### config.mk
export PLATFORM = sky130hd
export DESIGN_NAME = prb_front
export DESIGN_NICKNAME = d
export VERILOG_FILES = /design/src/sv/prb_pkg.sv /design/src/sv/prb_front.sv
export SDC_FILE = /design/constraint.sdc
export NUM_CORES = 1
export LEC_CHECK = 0
export BUFFER_PORTS_ARGS = -buffer_cell sky130_fd_sc_hd__buf_2
export CAP_MARGIN = 5
export CORE_MARGIN = 5
export CORE_UTILIZATION = 47
export CTS_CLUSTER_SIZE = 28
export DETAILED_ROUTE_END_ITERATION = 8
export GPL_ROUTABILITY_DRIVEN = 0
export GPL_TIMING_DRIVEN = 1
export PLACE_DENSITY_LB_ADDON = 0.12
export SYNTH_ARGS = -nofsm -noshare
export SYNTH_HDL_FRONTEND = slang
export SYNTH_SLANG_ARGS = --single-unit
export TNS_END_PERCENT = 1
### constraint.sdc
create_clock -name clk -period 6 [get_ports clk]
set_clock_uncertainty 0.1 [all_clocks]
set_input_delay 1.2 -clock clk [delete_from_list [all_inputs] [get_ports clk]]
set_output_delay 1.2 -clock clk [all_outputs]
set_load 0.01 [all_outputs]
### src/sv/prb_pkg.sv
// ----------------------------------------------------------------------------
// prb_pkg
// Shared types and constants for the packet reorder buffer receiver.
// ----------------------------------------------------------------------------
package prb_pkg;

  localparam int SEQ_W  = 32;
  localparam int SIZE_W = 4;
  localparam int PAY_W  = 64;
  localparam int KIND_W = 3;

  typedef enum logic [KIND_W-1:0] {
    K_DELIVERED = 3'd0,
    K_STORED    = 3'd1,
    K_DROPPED   = 3'd2,
    K_DRAINED   = 3'd3,
    K_IGNORED   = 3'd4
  } kind_t;

  typedef enum logic [1:0] {
    ST_IDLE,
    ST_MATCH,
    ST_EMIT,
    ST_FLUSH
  } state_t;

  // normalised packet handed from front to back
  typedef struct packed {
    logic              channel;
    logic [SEQ_W-1:0]  seq;
    logic [SIZE_W-1:0] size;
    logic [PAY_W-1:0]  payload;
    logic              is_short;
  } item_t;

  // one result entry
  typedef struct packed {
    kind_t             kind;
    logic              ack_channel;
    logic [SEQ_W-1:0]  seq;
    logic [SIZE_W-1:0] size;
    logic [PAY_W-1:0]  payload;
    logic              last;
  } res_t;

  // contents of one reorder slot
  typedef struct packed {
    logic [SIZE_W-1:0] size;
    logic [PAY_W-1:0]  payload;
  } slot_data_t;

endpackage

### src/sv/prb_front.sv
// ----------------------------------------------------------------------------
// prb_front
// Input side: holds the full size register, normalises each packet and
// queues it in a two entry buffer for the back end.
// ----------------------------------------------------------------------------
module prb_front #(
  parameter int PAYLOAD_BYTES = 8
) (
  input  logic                        clk,
  input  logic                        rst_n,
  input  logic                        cfg_we,
  input  logic [prb_pkg::SIZE_W-1:0]  cfg_data,
  input  logic                        push,
  output logic                        full,
  input  logic                        in_channel,
  input  logic [prb_pkg::SEQ_W-1:0]   in_seq,
  input  logic [prb_pkg::SIZE_W-1:0]  in_size,
  input  logic [prb_pkg::PAY_W-1:0]   in_payload,
  output logic                        item_valid,
  output prb_pkg::item_t              item,
  input  logic                        item_take
);
  import prb_pkg::*;

  localparam logic [SIZE_W-1:0] MaxSize = SIZE_W'(PAYLOAD_BYTES);
  localparam logic [PAY_W-1:0]  PayMask = {PAY_W{1'b1}} >> (PAY_W - 8 * PAYLOAD_BYTES);

  logic [SIZE_W-1:0] full_size_r;
  item_t             q_r [2];
  logic              wr_ptr_r;
  logic              rd_ptr_r;
  logic [1:0]        cnt_r;
  logic [1:0]        cnt_nxt;
  logic              wr_en;
  logic              rd_en;
  item_t             norm;

  always_comb begin
    norm.channel  = in_channel;
    norm.seq      = in_seq;
    norm.size     = (in_size > MaxSize) ? MaxSize : in_size;
    norm.payload  = in_payload & PayMask;
    norm.is_short = (norm.size != full_size_r);
  end

  assign full       = (cnt_r == 2'd2);
  assign wr_en      = push && !full;
  assign item_valid = (cnt_r != 2'd0);
  assign rd_en      = item_take && item_valid;
  assign item       = q_r[rd_ptr_r];

  always_comb begin
    cnt_nxt = cnt_r;
    if (wr_en && !rd_en) begin
      cnt_nxt = cnt_r + 2'd1;
    end else if (rd_en && !wr_en) begin
      cnt_nxt = cnt_r - 2'd1;
    end
  end

  always_ff @(posedge clk) begin
    if (!rst_n) begin
      full_size_r <= SIZE_W'(8);
      wr_ptr_r    <= 1'b0;
      rd_ptr_r    <= 1'b0;
      cnt_r       <= 2'd0;
    end else begin
      if (cfg_we) begin
        full_size_r <= cfg_data;
      end
      if (wr_en) begin
        wr_ptr_r <= !wr_ptr_r;
      end
      if (rd_en) begin
        rd_ptr_r <= !rd_ptr_r;
      end
      cnt_r <= cnt_nxt;
    end
  end

  always_ff @(posedge clk) begin
    if (wr_en) begin
      q_r[wr_ptr_r] <= norm;
    end
  end

endmodule

==> flow_summary.toml <==
[outcome]
status = "finished clean"

[drt]
dr.pass1.iters = 4
drt-initial-drc-count = 153
viasPerCell = 4.813
post_drt_wl_per_cell_um = 17.83
drcViolationCount = 0
finalWirelength_um = 14790
postRouteAntennaNets = 0
vias = 3990

[critical_path]
cp_slowest_cell = "dfxtp_4"
path_class = "register to primary output"
cp_slowest_stage_delay_ps = 950
reg2reg_slack_ps = 3490
critPathRequiredTime_ps = 4700
cp-end-kind = "primary output"
cp_num_buf_inv = 2
arrival_ps = 2590
crit_fanout = 66
path_cells = "buf_4 -> mux2_1 -> buf_2"
setup.worst_path.start_class = "register"
crit_family = "flip-flops"

[timing]
setup_viol = 0
tns_ps = 0
whs_ps = 433.9
clock.fmax_ghz = 0.2572
fin_crit_ps = 3887
rsz0062_at_grt = "false"
slew_violations = 0
worstMarginPinSlew_ps = 936.3
finalHoldViolations = 0
period_share = 0.6479
slew_headroom = 0.3758

[yosys]
netlist_top_cells_area = "edfxtp_1 (78%), mux2_1 (11%), mux2_2 (3.2%)"
synth_top_area_share = 0.7820
synth.largest_area_cell = "edfxtp_1"
synth-seq-cells = 213
ys.flop_type = "edfxtp_1"
synth_warnings = 0
yosysSeqAreaShare = 0.8050
synthCells = 365
synthesis.area_um2 = 7834
synth_cell_types = 31
synthTopCellsByCount = "edfxtp_1 (204), mux2_1 (80), mux2_2 (22)"
synthArstFlopShare = 0
syn-num-nets = 476
synth.avg_cell_area_um2 = 21.46
synth_most_common_cell = "edfxtp_1"
synth_edf_count = 204

[floorplanning]
die_area_um2 = 19350
ios = 214
rows = 47
die_x_um = 139.1
die_y_um = 139.1
core-area_um2 = 16470
start_util = 0.4758

[placed_design]
dpl.hpwl_um = 9816
port_buffers = 213
placed_area_um2 = 9105

[cts]
cts_hold_buf = 0
path_clk_slew_ps = 60
cts_tree = "done"
clk_latency_ps = 480
numClockSinks = 213
cts_buffers = 22
root_buffer = "clkbuf_16"
htreeDepth = 1
clockBufferDepth = 3
post_cts_resize_count = 0
post_cts_buffers = 0

[global_routing]
overflow = 0
grt_max_degree = 67
grt_pass1_vias = 4343
grt.total_usage = 0.1461
antenna_found_initial = 0
grt_pass1_wl_um = 22600

[final_layout]
antennaDiodeCount = 0
final_nets = 704
drive_gt1_frac = 0.4499
fin_area_um2 = 9808
area_growth_pct = 25.20

[power_and_ir_drop]
p_leak_uw = 0.003694
ir_drop_v = 0.0002631
cellPowerDensity_nw_per_um2 = 421.2

[worst_hold_path]
min_path_type = "register to register"

[flow_run]
drv_cap = 0
-- placed cells by master (no fill, tap or decap) --
master and n:
a21boi_0 1, a21boi_1 1, and2_1 3, and3_4 1, buf_2 213, buf_4 4
bufinv_16 1, clkbuf_1 6, clkbuf_16 23, clkbuf_8 3, clkinv_1 4, clkinv_2 2
clkinv_4 1, dfxtp_1 8, dfxtp_4 1, edfxtp_1 204, ha_1 1, inv_1 1
inv_2 1, mux2_1 80, mux2_2 22, mux2i_1 4, nand2_1 1, nand2b_1 1
nand3_1 1, nand3b_1 1, nor2_1 1, nor2b_1 6, nor3_4 1, o21a_1 1
o21ai_0 1, o21ai_1 1, o31ai_1 1, or2_2 1, or3_1 1, xnor2_1 4
xor2_1 2
-- where the power goes --
group          internal, µW  switching (µW)
Combinational           394             472
Clock                   781             514
Sequential             1870             106
-- routing by layer --
| layer | GRT usage | vias to the layer above | part of all wire |
|---|---|---|---|
| li1 | - | 1892 | - |
| met1 | 0.1745 | 1939 | 0.40 |
| met2 | 0.2531 | 136 | 0.50 |
| met3 | 0.04931 | 23 | 0.079 |
| met4 | 0.04222 | 0 | 0.019 |
| met5 | 0 | - | 0 |
-- logic make-up after synthesis --
group / count (synthesis) / synth area share
adders and majority gates: 1 / 0.001597
and+or+nand+nor: 18 / 0.01422
buffers and inverters: 15 / 0.01565
xor gates and xnor gates: 6 / 0.006708
muxes: 106 / 0.1517
AOI/OAI and AO/OA: 6 / 0.005111
DFF: 213 / 0.8050
-- worst paths after layout --
kind / start / endpoint / cells after the start
worst min register to register: cnt_r[1] / cnt_r[1] / 2
worst min-delay path: cnt_r[1] / cnt_r[1] / 2
worst max register to register: cnt_r[0] / q_r[1][6] / 3
worst max-delay path: register / item[13] / 3
-- flip-flops by register name (all words and copies together), names as in the netlist, named ones only --
signal       count
wr_ptr_r         1
full_size_r      4
rd_ptr_r         1
q_r            204
cnt_r            2
-- metrics by stage --
step	std cells	total power, µW	utilization	setup WS, ps
after global placement	789	2875	0.5530	2538
after global routing	829	4329	0.5957	1937
after CTS	829	4194	0.5957	2007
final	829	4131	0.5957	2113
after detailed placement	789	2889	0.5530	2533
after floorplan	365	2550	-	125.8
-- worst min-delay path: cells and delay by family, from the launching register on --
kind            cells  cell delay, ps
flops               1             340
compound gates      2             140
-- layout make-up --
class                      instances  area [µm²]
clock buffer                      32       639.4
clock inverter                     8       63.81
fill                            1307        6658
inverter                           2       7.507
multi-input combinational        137        1416
sequential                       213        6310
tap                              220       275.3
timing repair buffer             217        1096
Power figures use the tool's default switching activity.
