File: src/sv/prb_pkg.sv
// ----------------------------------------------------------------------------
// prb_pkg
// Shared types and constants for the packet reorder buffer receiver.
// ----------------------------------------------------------------------------
package prb_pkg;

  localparam int SEQ_W  = 32;
  localparam int SIZE_W = 4;
  localparam int PAY_W  = 64;
  localparam int KIND_W = 3;

  typedef enum logic [KIND_W-1:0] {
    K_DELIVERED = 3'd0,
    K_STORED    = 3'd1,
    K_DROPPED   = 3'd2,
    K_DRAINED   = 3'd3,
    K_IGNORED   = 3'd4
  } kind_t;

  typedef enum logic [1:0] {
    ST_IDLE,
    ST_MATCH,
    ST_EMIT,
    ST_FLUSH
  } state_t;

  // normalised packet handed from front to back
  typedef struct packed {
    logic              channel;
    logic [SEQ_W-1:0]  seq;
    logic [SIZE_W-1:0] size;
    logic [PAY_W-1:0]  payload;
    logic              is_short;
  } item_t;

  // one result entry
  typedef struct packed {
    kind_t             kind;
    logic              ack_channel;
    logic [SEQ_W-1:0]  seq;
    logic [SIZE_W-1:0] size;
    logic [PAY_W-1:0]  payload;
    logic              last;
  } res_t;

  // contents of one reorder slot
  typedef struct packed {
    logic [SIZE_W-1:0] size;
    logic [PAY_W-1:0]  payload;
  } slot_data_t;

endpackage

File: src/sv/prb_ram.sv
// ----------------------------------------------------------------------------
// prb_ram
// Generic single write port RAM with one registered read port.
// ----------------------------------------------------------------------------
module prb_ram #(
  parameter int WIDTH = 8,
  parameter int DEPTH = 16
) (
  input  logic                                       clk,
  input  logic                                       we,
  input  logic [((DEPTH > 1) ? $clog2(DEPTH) : 1)-1:0] waddr,
  input  logic [WIDTH-1:0]                           wdata,
  input  logic [((DEPTH > 1) ? $clog2(DEPTH) : 1)-1:0] raddr,
  output logic [WIDTH-1:0]                           rdata_r
);

  logic [WIDTH-1:0] mem [DEPTH];

  always_ff @(posedge clk) begin
    if (we) begin
      mem[waddr] <= wdata;
    end
    rdata_r <= mem[raddr];
  end

endmodule

File: src/sv/prb_back.sv
// ----------------------------------------------------------------------------
// prb_back
// Back end sequencer: in-order check, slot store with parallel tag match,
// drain of matching slots and result generation into the output queue.
// ----------------------------------------------------------------------------
module prb_back #(
  parameter int SLOTS = 16,
  parameter int LEN_W = 6
) (
  input  logic           clk,
  input  logic           rst_n,
  input  logic           item_valid,
  input  prb_pkg::item_t item,
  output logic           item_take,
  input  logic           room,
  output logic           res_we,
  output prb_pkg::res_t  res_data,
  output logic           commit_r,
  output logic [LEN_W-1:0] commit_len_r,
  output logic           commit_done_r
);
  import prb_pkg::*;

  localparam int SI_W  = (SLOTS > 1) ? $clog2(SLOTS) : 1;
  localparam int CNT_W = $clog2(SLOTS + 1);

  state_t             state_r, state_nxt;
  logic [SEQ_W-1:0]   exp_r, exp_nxt;
  logic [CNT_W-1:0]   cnt_r, cnt_nxt;
  logic               fin_r, fin_nxt;
  logic [SLOTS-1:0]   valid_r, valid_nxt;
  logic [SEQ_W-1:0]   tag_r [SLOTS];
  res_t               pend_r, pend_nxt;
  logic [SEQ_W-1:0]   cur_seq_r, cur_seq_nxt;
  logic [SIZE_W-1:0]  cur_size_r, cur_size_nxt;
  logic               cur_short_r, cur_short_nxt;
  logic               ignore_r, ignore_nxt;
  logic [LEN_W-1:0]   run_len_r, run_len_nxt;
  logic               commit_nxt;
  logic [LEN_W-1:0]   commit_len_nxt;
  logic               commit_done_nxt;

  logic [SI_W-1:0]    free_idx;
  logic [SI_W-1:0]    hit_idx;
  logic               hit_any;
  logic [SLOTS-1:0]   match;
  logic               slot_we;
  slot_data_t         slot_wdata;
  slot_data_t         slot_rdata;

  always_comb begin
    free_idx = '0;
    for (int i = SLOTS - 1; i >= 0; i--) begin
      if (!valid_r[i]) begin
        free_idx = SI_W'(i);
      end
    end
  end

  always_comb begin
    hit_idx = '0;
    for (int i = 0; i < SLOTS; i++) begin
      match[i] = valid_r[i] && (tag_r[i] == exp_r);
    end
    for (int i = SLOTS - 1; i >= 0; i--) begin
      if (match[i]) begin
        hit_idx = SI_W'(i);
      end
    end
    hit_any = |match;
  end

  assign slot_wdata.size    = item.size;
  assign slot_wdata.payload = item.payload;

  prb_ram #(
    .WIDTH ($bits(slot_data_t)),
    .DEPTH (SLOTS)
  ) u_slot_ram (
    .clk     (clk),
    .we      (slot_we),
    .waddr   (free_idx),
    .wdata   (slot_wdata),
    .raddr   (hit_idx),
    .rdata_r (slot_rdata)
  );

  always_comb begin
    state_nxt       = state_r;
    exp_nxt         = exp_r;
    cnt_nxt         = cnt_r;
    fin_nxt         = fin_r;
    valid_nxt       = valid_r;
    pend_nxt        = pend_r;
    cur_seq_nxt     = cur_seq_r;
    cur_size_nxt    = cur_size_r;
    cur_short_nxt   = cur_short_r;
    ignore_nxt      = ignore_r;
    run_len_nxt     = run_len_r;
    commit_nxt      = 1'b0;
    commit_len_nxt  = commit_len_r;
    commit_done_nxt = commit_done_r;
    item_take       = 1'b0;
    slot_we         = 1'b0;
    res_we          = 1'b0;
    res_data        = pend_r;

    unique case (state_r)
      ST_IDLE: begin
        if (item_valid && room) begin
          item_take        = 1'b1;
          run_len_nxt      = '0;
          cur_seq_nxt      = item.seq;
          cur_size_nxt     = item.size;
          cur_short_nxt    = item.is_short;
          ignore_nxt       = fin_r;
          pend_nxt.ack_channel = 1'b0;
          pend_nxt.seq     = item.seq;
          pend_nxt.size    = '0;
          pend_nxt.payload = '0;
          pend_nxt.last    = 1'b0;
          state_nxt        = ST_FLUSH;
          if (fin_r) begin
            pend_nxt.kind = K_IGNORED;
          end else if (item.seq == exp_r) begin
            pend_nxt.kind        = K_DELIVERED;
            pend_nxt.ack_channel = item.channel;
            pend_nxt.size        = item.size;
            pend_nxt.payload     = item.payload;
            exp_nxt              = exp_r + SEQ_W'(item.size);
            if (cnt_r != '0) begin
              state_nxt = ST_MATCH;
            end
          end else if (cnt_r == CNT_W'(SLOTS)) begin
            pend_nxt.kind = K_DROPPED;
          end else begin
            pend_nxt.kind        = K_STORED;
            pend_nxt.ack_channel = item.channel;
            slot_we              = 1'b1;
            valid_nxt[free_idx]  = 1'b1;
            cnt_nxt              = cnt_r + CNT_W'(1);
          end
        end
      end
      ST_MATCH: begin
        if (hit_any) begin
          res_we              = 1'b1;
          run_len_nxt         = run_len_r + LEN_W'(1);
          valid_nxt[hit_idx]  = 1'b0;
          cnt_nxt             = cnt_r - CNT_W'(1);
          pend_nxt.seq        = exp_r;
          state_nxt           = ST_EMIT;
        end else begin
          state_nxt = ST_FLUSH;
        end
      end
      ST_EMIT: begin
        pend_nxt.kind        = K_DRAINED;
        pend_nxt.ack_channel = 1'b0;
        pend_nxt.size        = slot_rdata.size;
        pend_nxt.payload     = slot_rdata.payload;
        exp_nxt              = exp_r + SEQ_W'(slot_rdata.size);
        state_nxt            = (cnt_r == '0) ? ST_FLUSH : ST_MATCH;
      end
      ST_FLUSH: begin
        res_we          = 1'b1;
        res_data.last   = 1'b1;
        commit_nxt      = 1'b1;
        commit_len_nxt  = run_len_r + LEN_W'(1);
        if (ignore_r) begin
          commit_done_nxt = 1'b1;
        end else begin
          commit_done_nxt = cur_short_r && (exp_r == cur_seq_r + SEQ_W'(cur_size_r));
        end
        fin_nxt   = commit_done_nxt;
        state_nxt = ST_IDLE;
      end
      default: begin
        state_nxt = ST_IDLE;
      end
    endcase
  end

  always_ff @(posedge clk) begin
    if (!rst_n) begin
      state_r  <= ST_IDLE;
      exp_r    <= '0;
      cnt_r    <= '0;
      fin_r    <= 1'b0;
      valid_r  <= '0;
      commit_r <= 1'b0;
    end else begin
      state_r  <= state_nxt;
      exp_r    <= exp_nxt;
      cnt_r    <= cnt_nxt;
      fin_r    <= fin_nxt;
      valid_r  <= valid_nxt;
      commit_r <= commit_nxt;
    end
  end

  always_ff @(posedge clk) begin
    if (slot_we) begin
      tag_r[free_idx] <= item.seq;
    end
    pend_r        <= pend_nxt;
    cur_seq_r     <= cur_seq_nxt;
    cur_size_r    <= cur_size_nxt;
    cur_short_r   <= cur_short_nxt;
    ignore_r      <= ignore_nxt;
    run_len_r     <= run_len_nxt;
    commit_len_r  <= commit_len_nxt;
    commit_done_r <= commit_done_nxt;
  end

endmodule

File: config.mk
export PLATFORM = sky130hd
export DESIGN_NAME = prb_back
export DESIGN_NICKNAME = d
export VERILOG_FILES = /design/src/sv/prb_pkg.sv /design/src/sv/prb_ram.sv /design/src/sv/prb_back.sv
export SDC_FILE = /design/constraint.sdc
export NUM_CORES = 2
export LEC_CHECK = 0
export BUFFER_PORTS_ARGS = -buffer_cell sky130_fd_sc_hd__buf_2
export CAP_MARGIN = 15
export CORE_MARGIN = 2
export CORE_UTILIZATION = 45
export DETAILED_ROUTE_END_ITERATION = 10
export GPL_ROUTABILITY_DRIVEN = 0
export SLEW_MARGIN = 15
export SYNTH_ARGS = -nofsm -noshare
export SYNTH_HDL_FRONTEND = slang
export SYNTH_SLANG_ARGS = --single-unit
export TNS_END_PERCENT = 10
File: constraint.sdc
create_clock -name clk -period 14.4 [get_ports clk]
set_clock_uncertainty 0.15 [all_clocks]
set_input_delay 2.16 -clock clk [delete_from_list [all_inputs] [get_ports clk]]
set_output_delay 2.16 -clock clk [all_outputs]
set_load 0.01 [all_outputs]
==> impl_metrics.py <==
metrics = {
    "critical_path": {
        "critical_path_class": "register to primary output",
        "cp.arrival_ps": 5390,
        "critPathLaunchType": "register",
        "r2r_slack_ps": 7400,
        "cp-end-kind": "primary output",
        "crit_top_cell": "buf_4",
        "max_stage_delay_ps": 800,
        "cp.required_ps": 12090,
        "path_cells": "buf_4, xor2_1, nor4_1, buf_4, nand4_1, nor3_1, nor2b_1, nand2_1, nor4_1, buf_4, a21boi_0, buf_2",
        "worstPathMaxFanout": 12,
        "crit_slowest_cell": "dfxtp_1",
    },
    "floorplan": {
        "core_area_mm2": 0.1650,
        "rows": 149,
        "die_area_mm2": 0.1696,
        "io-pin-count": 221,
        "die_h_um": 411.8,
        "initial_core_util": 0.4535,
        "dieWidth_um": 411.8,
    },
    "logic_synthesis": {
        "synth_cell_types": 63,
        "synth_area_per_cell_um2": 16.20,
        "synth-async-reset-ratio": 0,
        "synth_top_family_by_area": "multiplexers",
        "synth_top_cell_area_share": 0.7043,
        "ys.flop_type": "edfxtp_1",
        "yosys_warnings": 0,
        "synth_edf_count": 1755,
        "synth_nets": 4739,
        "seq_area_frac_synth": 0.7377,
        "syn_area_mm2": 0.07483,
        "yosys.area_share.adder": 0.002809,
        "synth.largest_area_cell": "edfxtp_1",
        "synth_compound_area_frac": 0.03533,
        "synth-simple-area-share": 0.05882,
        "syn-instance-count": 4618,
        "ys_seq_elements": 1880,
        "synth-xor-area-share": 0.07339,
        "synth_area_leaders": "edfxtp_1 (70%), mux2i_1 (7.4%), xor2_1 (4.1%)",
        "synthMuxAreaShare": 0.07357,
    },
    "flow_run": {
        "drv_cap": 0,
    },
    "placed_design": {
        "io_buffers": 220,
        "dp_cells": 6911,
        "hpwl_mm": 121.1,
    },
    "clock_tree": {
        "cts_htree_levels": 4,
        "cts.repair.resized": 0,
        "cts_inserted_buffers": 193,
        "cts.sinks": 1880,
        "clkTransAtPathRegs_ps": 60,
        "cts_setup_buffers": 0,
        "root_buffer": "clkbuf_16",
        "cts_hold_buf": 0,
        "clock_tree.buffer_depth": 3,
        "insertion_delay_ps": 850,
        "cts_tree": "yes",
    },
    "timing": {
        "finalSetupTns_ps": 0,
        "setup_violations": 0,
        "max_freq_mhz": 129.8,
        "period_needed_ps": 7704,
        "rsz0062_at_grt": "false",
        "drv_slew": 0,
        "min_period_over_period": 0.5350,
        "worstMarginPinSlew_ps": 1300,
        "hold_violations": 0,
        "relSlewSlack": 0.1255,
    },
    "route": {
        "postRouteAntennaNets": 0,
        "viasPerCell": 5.774,
        "via_count": 41990,
        "wl_per_cell_um": 29.69,
        "first_pass_iters": 5,
        "dr.first_iter.drc_count": 4713,
        "routed_wl_mm": 215.9,
        "drc": 0,
    },
    "pwr": {
        "p_comb_frac": 0.043,
        "power_switching_mw": 2.516,
        "seq_power_share": 0.530,
        "p_leak_nw": 31.10,
        "p_clk_frac": 0.428,
        "vdd_drop_max_v": 0.0001138,
        "p_total_mw": 11.55,
        "p_per_area_mw_per_mm2": 136.1,
        "swShare": 0.2178,
        "internal_power_mw": 9.037,
    },
    "global_route": {
        "grt.overflow.total": 0,
        "grtUsageTotal": 0.2516,
        "grt_pass1_vias": 40480,
        "grt_max_degree": 125,
        "antenna_found_initial": 21,
        "grt_pass1_wl_mm": 302.7,
    },
    "finish": {
        "fillCellCount": 13590,
        "syn_to_final_growth_pct": 13.46,
        "stdcell_count": 7271,
        "drive_gt1_frac": 0.1303,
        "finalNetCount": 5038,
    },
    "status": {
        "run_status": "finished, final reports clean",
    },
    "min_path": {
        "hp-class": "register to register",
    },
}
==> state kept, by name, summed over array words and instances, names as in the netlist <==
| signal | cells |
|---|---|
| cur_short_r | 1 |
| state_r | 2 |
| ignore_r | 1 |
| cnt_r | 5 |
| commit_done_r | 1 |
| u_slot_ram.rdata_r | 68 |
| fin_r | 1 |
| valid_r | 16 |
| commit_len_r | 6 |
| exp_r | 32 |
| cur_seq_r | 32 |
| commit_r | 1 |
| run_len_r | 6 |
| cur_size_r | 4 |
| tag_r | 512 |
| u_slot_ram.mem | 1088 |
| res_data | 104 |
==> cells in the mapped netlist, types with 71 or more instances <==
master,count
nand4_1,78
xor2_1,347
nand2_1,286
or4_1,71
o21ai_0,88
xnor2_1,280
edfxtp_1,1755
mux2i_1,550
nor2_1,228
dfxtp_1,125
clkbuf_1,89
buf_2,101
nor4_1,89
==> critical path, delay by kind of cell, from the launching register on <==
family / cells / cell delay (ps)
buf+inv: 4 / 1080
simple gates: 6 / 1770
compound gates: 1 / 730
xor+xnor: 1 / 150
flops: 1 / 800
==> power groups by stage <==
stage               clock (mW)  sequential (mW)  combinational, mW
floorplan                    0             6.24              0.198
detailed placement           0             6.23              0.489
global placement             0             6.23              0.482
global route              5.23             6.12              0.525
CTS                       5.02             6.12              0.491
finish                    4.94             6.12              0.492
==> final timing paths <==
check | startpoint | cells past startpoint | to
setup / recovery | exp_r[6] | 12 | res_we
hold / removal | u_slot_ram.rdata_r[27] | 2 | res_data[28]
setup reg to reg | exp_r[28] | 14 | u_slot_ram.rdata_r[39]
hold reg to reg | u_slot_ram.rdata_r[27] | 2 | res_data[28]
==> final cells by class <==
cell class              count  area (um^2)  share of cell area
repair buffers            346         2077             0.02446
inverters                  21        78.83           0.0009285
well taps                2189         2739             0.03226
flip-flops and latches   1880        55200              0.6502
clock buffers             278         5443             0.06411
diodes                      2        5.005          0.00005895
clock inverters            80        844.6            0.009948
multi-input cells        2475        18510              0.2180
==> metrics by stage <==
step	utilization	worst slack, ps	area, um^2	hold slack [ps]
floorplan	-	3366	74830	319.6
global placement	0.4762	7159	78560	345.1
detailed placement	0.4764	7035	78600	343.2
CTS	0.5145	6726	84890	363.3
global route	0.5145	6667	84890	389.8
finish	0.5146	6696	84900	360.4
==> cells in the final DEF (no fill, tap or decap), types with 87 or more instances in the layout <==
cell	n
xnor2_1	280
mux2i_1	550
nor4_1	87
xor2_1	347
nand2_1	279
nor2_1	211
buf_4	123
buf_2	221
edfxtp_1	1755
dfxtp_1	125
clkbuf_16	196
==> cell families after synthesis <==
family,count (synthesis)
buffers and inverters,263
adder cells (fa/ha/maj),15
multiplexers,550
flip-flops,1880
XOR/XNOR,627
AND/OR/NAND/NOR,908
AO/OA/AOI/OAI,375
==> metal layers <==
metal / GRT usage / wire length [um] / vias to the layer above
met1: 0.3588 / 92600 / 21680
met3: 0.04281 / 17070 / 352
met5: 0 / 74 / -
met2: 0.3923 / 99080 / 1832
met4: 0.08400 / 7041 / 12
li1: - / - / 18110
Note: power is estimated with default switching activity, not from simulation.
